<file path="config.mk">
export PLATFORM = sky130hd
export DESIGN_NAME = che_hash
export DESIGN_NICKNAME = d
export VERILOG_FILES = /design/src/design/che_pkg.sv /design/src/design/che_hash.sv
export SDC_FILE = /design/constraint.sdc
export NUM_CORES = 2
export LEC_CHECK = 0
export BUFFER_PORTS_ARGS = -buffer_cell sky130_fd_sc_hd__buf_4
export CAP_MARGIN = 15
export CORE_MARGIN = 2
export CORE_UTILIZATION = 63
export DETAILED_ROUTE_END_ITERATION = 10
export PLACE_DENSITY = 0.88
export RECOVER_POWER = 50
export REMOVE_ABC_BUFFERS = 1
export SETUP_SLACK_MARGIN = 0.3
export SYNTH_ARGS = -nofsm -noshare
export SYNTH_HDL_FRONTEND = slang
export SYNTH_SLANG_ARGS = --single-unit
</file>
<file path="constraint.sdc">
create_clock -name clk -period 11.2 [get_ports clk]
set_input_delay 0.56 -clock clk [delete_from_list [all_inputs] [get_ports clk]]
set_output_delay 0.56 -clock clk [all_outputs]
set_load 0.05 [all_outputs]
</file>
<file path="src/design/che_pkg.sv">
`timescale 1ns / 1ps
// ----------------------------------------------------------------------------
// che_pkg
// Shared types and constants for the three-way cuckoo table with expiry.
// ----------------------------------------------------------------------------
package che_pkg;

    localparam int TABLE_BITS_DEF = 10;
    localparam int MAX_ROUNDS_DEF = 10;

    localparam int KEY_W    = 64;
    localparam int SEQ_W    = 64;
    localparam int DEVICE_W = 8;
    localparam int BUCKET_W = 56;

    localparam logic [63:0] GOLDEN64 = 64'h61C8_8646_80B5_83EB;

    typedef enum logic [1:0] {
        REQ_QUERY  = 2'd0,
        REQ_INSERT = 2'd1,
        REQ_CLEAR  = 2'd2,
        REQ_NONE   = 2'd3
    } req_t;

    typedef enum logic [1:0] {
        REG_SEED_A = 2'd0,
        REG_SEED_B = 2'd1,
        REG_SEED_C = 2'd2,
        REG_NONE   = 2'd3
    } reg_idx_t;

endpackage

</file>
<file path="src/design/che_hash.sv">
`timescale 1ns / 1ps
// ----------------------------------------------------------------------------
// che_hash
// Multiplicative hash: top bits of (x * golden) mod 2^64, built from three
// 32x32 partial products on one shared multiplier.
// ----------------------------------------------------------------------------
module che_hash #(
    parameter int TABLE_BITS = che_pkg::TABLE_BITS_DEF
) (
    input  logic                  clk,
    input  logic                  rst_n,
    input  logic                  start,
    input  logic [63:0]           operand,
    output logic                  done,
    output logic [TABLE_BITS-1:0] idx
);
    import che_pkg::*;

    logic [63:0] x_reg;
    logic [63:0] acc_reg;
    logic [63:0] acc_next;
    logic [1:0]  step_reg;
    logic        run_reg;
    logic [31:0] mul_a;
    logic [31:0] mul_b;
    logic [63:0] prod;

    always_comb
    begin
        case (step_reg)
            2'd0:
            begin
                mul_a = x_reg[31:0];
                mul_b = GOLDEN64[31:0];
            end
            2'd1:
            begin
                mul_a = x_reg[31:0];
                mul_b = GOLDEN64[63:32];
            end
            default:
            begin
                mul_a = x_reg[63:32];
                mul_b = GOLDEN64[31:0];
            end
        endcase
        prod = {32'd0, mul_a} * {32'd0, mul_b};
        if (step_reg == 2'd0)
            acc_next = prod;
        else
            acc_next = acc_reg + {prod[31:0], 32'd0};
    end

    assign done = run_reg && (step_reg == 2'd2);
    assign idx  = acc_next[63 -: TABLE_BITS];

    always_ff @(posedge clk or negedge rst_n)
    begin
        if (!rst_n)
        begin
            run_reg  <= 1'b0;
            step_reg <= 2'd0;
        end
        else if (start)
        begin
            run_reg  <= 1'b1;
            step_reg <= 2'd0;
        end
        else if (run_reg)
        begin
            step_reg <= step_reg + 2'd1;
            if (step_reg == 2'd2)
                run_reg <= 1'b0;
        end
    end

    always_ff @(posedge clk)
    begin
        if (start)
            x_reg <= operand;
        if (run_reg)
            acc_reg <= acc_next;
    end

endmodule

</file>
### Yosys cells after proc, flatten, opt, wreduce, memory -nomap -nowiden

Cells that the tools add are included.

| word-level totals | value |
|---|---|
| register bits | 131 |

| operators by class | value |
|---|---|
| add/subtract/negate cells | 2 |
| multipliers | 1 |
| mux-type cells | 8 |
| equal/unequal tests | 2 |
| reduce and logical (&&, ||, !) cells | 4 |

Operators with widths:

| operator | number |
|---|---|
| 64-bit adder | 1 |
| 32-bit by 32-bit multiplier with 64-bit output | 1 |
| 32-bit 2-to-1 mux | 2 |
| 64-bit 2-to-1 mux | 1 |
| 2-bit 2-to-1 mux | 2 |
| 1-bit 2-to-1 mux | 3 |
| 2-bit by 1-bit adder with 2-bit output (second input constant) | 1 |
| 2-bit by 1-bit equality test with 1-bit output (second input constant) | 1 |
| 2-bit equality test (second input constant) | 1 |
| 2-bit zero test | 1 |
| 2-bit nonzero test | 1 |
| 2-bit OR reduction | 1 |
| 1-bit logical AND | 1 |

### Depth between registers and ports, before layout

| logic depth | value |
|---|---|
| word-level depth | 6 |
| depth in mapped cells | 41 |

### Worst setup path before layout

Ideal clock, no wire load.

| timing path | value |
|---|---|
| kind | reg-to-output |
| start point | register step_reg[0] |
| end point | output port idx[7] |
| data arrival time | 9.382 ns |
| cell stages (with the launch flop) | 40 |
| data required time | 10.640 ns |
| path slack | 1.258 ns |
| cells stage by stage | dfrtp_1 inv_1 ha_1 clkbuf_1 nor2_1 clkbuf_1 mux2i_1 or2_2 inv_1 fa_1 ha_1 ha_1 fa_1 ha_1 ha_1 inv_1 fa_1 inv_1 (+4 left out) o21ai_0 a21o_1 a31oi_1 o21ai_0 a221oi_1 xnor2_1 ha_1 a21oi_1 o21ai_0 or4_1 nor2_1 o31ai_2 nand4_2 o211ai_2 o31a_1 o2111a_1 a31oi_1 buf_4 |

| on the way | value |
|---|---|
| longest elaborated chain between the ends | 6 |

RTL lines:

| what | RTL line | source |
|---|---|---|
| start, declared | che_hash.sv:22 | `logic [1:0] step_reg;` |
| start signal, assigned | che_hash.sv:71 | `step_reg <= step_reg + 2'd1;` |
| 2-bit by 1-bit equality test with 1-bit output or 2-bit zero test (tied branches) | che_hash.sv:30, che_hash.sv:48 |  |
| 2-bit OR reduction (no line) | -- |  |
| 32-bit 2-to-1 mux | che_hash.sv:30 | `case (step_reg)` |
| 32-bit by 32-bit multiplier with 64-bit output | che_hash.sv:47 | `prod = {32'd0, mul_a} * {32'd0, mul_b};` |
| 64-bit adder | che_hash.sv:51 | `acc_next = acc_reg + {prod[31:0], 32'd0};` |
| 64-bit 2-to-1 mux * | che_hash.sv:48 | `if (step_reg == 2'd0)` |
| end, declared | che_hash.sv:15 | `output logic [TABLE_BITS-1:0] idx` |

Every way passes the cells marked *; elsewhere a longest branch is shown, timed or not.

### Worst setup path after layout

Same ends and word-level chain as after synthesis.

==> results.toml <==
[status]
outcome = "complete, but fails checks"
violations = "max-capacitance violations, max-slew violations"

[synth]
synth_top_area_share_pct = 35.0
yosys.area.top_type = "fa_1"
yosysMostFrequentCell = "inv_1"
synth_top_flop_cell = "edfxtp_1"
synthArstFlopShare_pct = 3.03
synth_area_leaders = "fa_1 (35%), ha_1 (23%), inv_1 (11%)"
synth_edf_count = 96
post_synth_num_cell_types = 70
syn-cell-area_mm2 = 0.0278
synth.top_cells.by_count = "inv_1 (818), ha_1 (514), fa_1 (486)"
seq_area_frac_synth_pct = 10.6
synth.ff_latch_count = 99
netlist_instances = 2865
avgSynthCellArea_um2 = 9.72
yosysWarnings = 0

[clocking]
path_clk_slew_ps = 80
cts-root-buf = "clkbuf_16"
clk_latency_ps = 410
clock-sinks = 99
htree_levels = 3
tritoncts = "done"
cts_made_buffers = 9
clock_path_buffers = 2

[cells_and_area]
n_antenna_cell = 0
drive_above_1_share_pct = 6.54
largest_register_ffs = 64
fin_cells = 3484
area_growth_syn_to_layout_pct = 5.55
layout.nets = 3954

[floorplan]
die-area_mm2 = 0.0459
chipHeight_um = 214
core_area_mm2 = 0.0439
die_w_um = 214
pin_count = 78
start_util_pct = 63.4
rows = 77

[routing]
dr.pass1.iters = 5
viasPerCell = 5.73
vias = 20000
avgRoutedWirePerCell_um = 22.3
drc = 0
drt_iter0_drc = 1682
drtAntennaViolNets = 0
drt-total-wl_um = 77800

[worst_setup_path]
cp_slowest_stage_delay_ps = 510
reg2reg_from = "step_reg[0]"
startpoint = "step_reg[0]"
crit_required_ps = 10640
cp_common_cell = "fa_1"
end_kind = "output port"
criticalPathCategory = "flip-flop to output port"
cpMaxStageDelayCell = "fa_1"
crit_fanout = 9
cp-start-kind = "flip-flop"
crit_arrival_ps = 10030

[sta]
rsz0062_at_grt = "yes"
final.setup.worst_slack_ps = 613
finalClockSkew_ps = 15.3
slew_viol_final = 36
slew_headroom_pct = -49.4
hold_slack_ps = 342
hold_violations = 0
layout_min_cycle_time_ps = 10590
fin_tns_setup_ps = 0
worstMarginPinSlew_ps = 2240
setup_viol = 0
finalCritPeriodShare_pct = 94.5
fmax_mhz = 94.5

[placed_design]
placed_cells = 3463
port_buffers = 77
place_ws_ps = 605
gp_congestion = 1.04
hpwl_um = 69600

[global_route]
antenna_found_initial = 0
grt_pass1_wl_um = 122000
grt_usage_pct = 35.6
overflow = 0
grt_pass1_vias = 21400
grt_max_degree = 88

[job]
drv_cap = 1

[worst_hold_path]
min_path_type = "primary input to flip-flop"
hp-start = "operand[22]"
[final cells by class]
class / count / area [um^2]
well taps: 592 / 741
fillers: 3504 / 14600
flip-flops and latches: 99 / 2960
clock buffers: 11 / 243
clock inverters: 5 / 60.1
inverters: 819 / 3070
multi-input cells: 1864 / 21600
repair buffers: 94 / 717
[cells in the final DEF (no fill, tap or decap), drive strengths merged, types with 22 or more instances in the layout]
| master | n |
|---|---|
| inv | 820 |
| mux2i | 37 |
| clkbuf | 78 |
| nand2 | 128 |
| edfxtp | 96 |
| a21o | 43 |
| nor2 | 75 |
| conb | 33 |
| or2 | 24 |
| fa | 486 |
| o21ai | 76 |
| nand3 | 22 |
| ha | 514 |
| xnor2 | 51 |
| a21oi | 110 |
| buf | 26 |
| xor2 | 30 |
| mux2 | 23 |
[critical path: cells and delay by family (launching register included)]
family          cells  cell delay, ps
compound gates     10            2010
simple gates        6             920
fa+ha+maj          11            4340
mux                 1             270
buf+inv            10            1370
xor+xnor            1             260
flops               1             410
[stage by stage]
| stage | util [%] | area, um^2 |
|---|---|---|
| floorplan | - | 27500 |
| detailed placement | 65.8 | 28900 |
| global route | 66.9 | 29400 |
| CTS | 66.6 | 29300 |
| global placement | 65.8 | 28900 |
| finish | 66.9 | 29400 |
[final timing paths]
path / end / slack (ps) / cells after the start
worst max-delay path: idx[7] / 610 / 39
worst min-delay path: x_reg[22] / 340 / 1
worst max register to register: acc_reg[63] / 1570 / 38
worst min register to register: step_reg[0] / 600 / 2
max in group asynchronous: step_reg[0] / 10190 / 2
min in group asynchronous: run_reg / 630 / 2
[logic make-up (layout without fill, tap and decap cells)]
kind of cell | count (synthesis) | count (layout) | synth area share [%]
muxes | 60 | 60 | 2.26
AOI/OAI and AO/OA | 332 | 332 | 7.46
xor gates and xnor gates | 81 | 81 | 2.55
other | 2 | 33 | 0.0270
DFF | 99 | 99 | 10.6
buffers and inverters | 933 | 929 | 12.7
and+or+nand+nor | 358 | 358 | 6.29
adders and majority gates | 1000 | 1000 | 58.1
[metal layers]
metal  GRT usage (%)  wire length, um  vias to the layer above
met5               0                0                        -
met4            19.2             5060                        0
met3            6.20             5610                      197
met2            58.2            37400                      838
met1            45.4            29800                     9958
li1                -                -                     8967
[what timing repair did]
action / CTS / global route
setup buffers: 4 / 0
setup endpoints to repair: 4 / 8
hold buffers: 1 / 0
endpoints found under the hold margin: 3 / 0
gates resized for setup: 0 / 29
pin swaps: 1 / 2
Power is not shown: default switching activity piles up to over one toggle a cycle in this logic, so the estimate is an artifact.
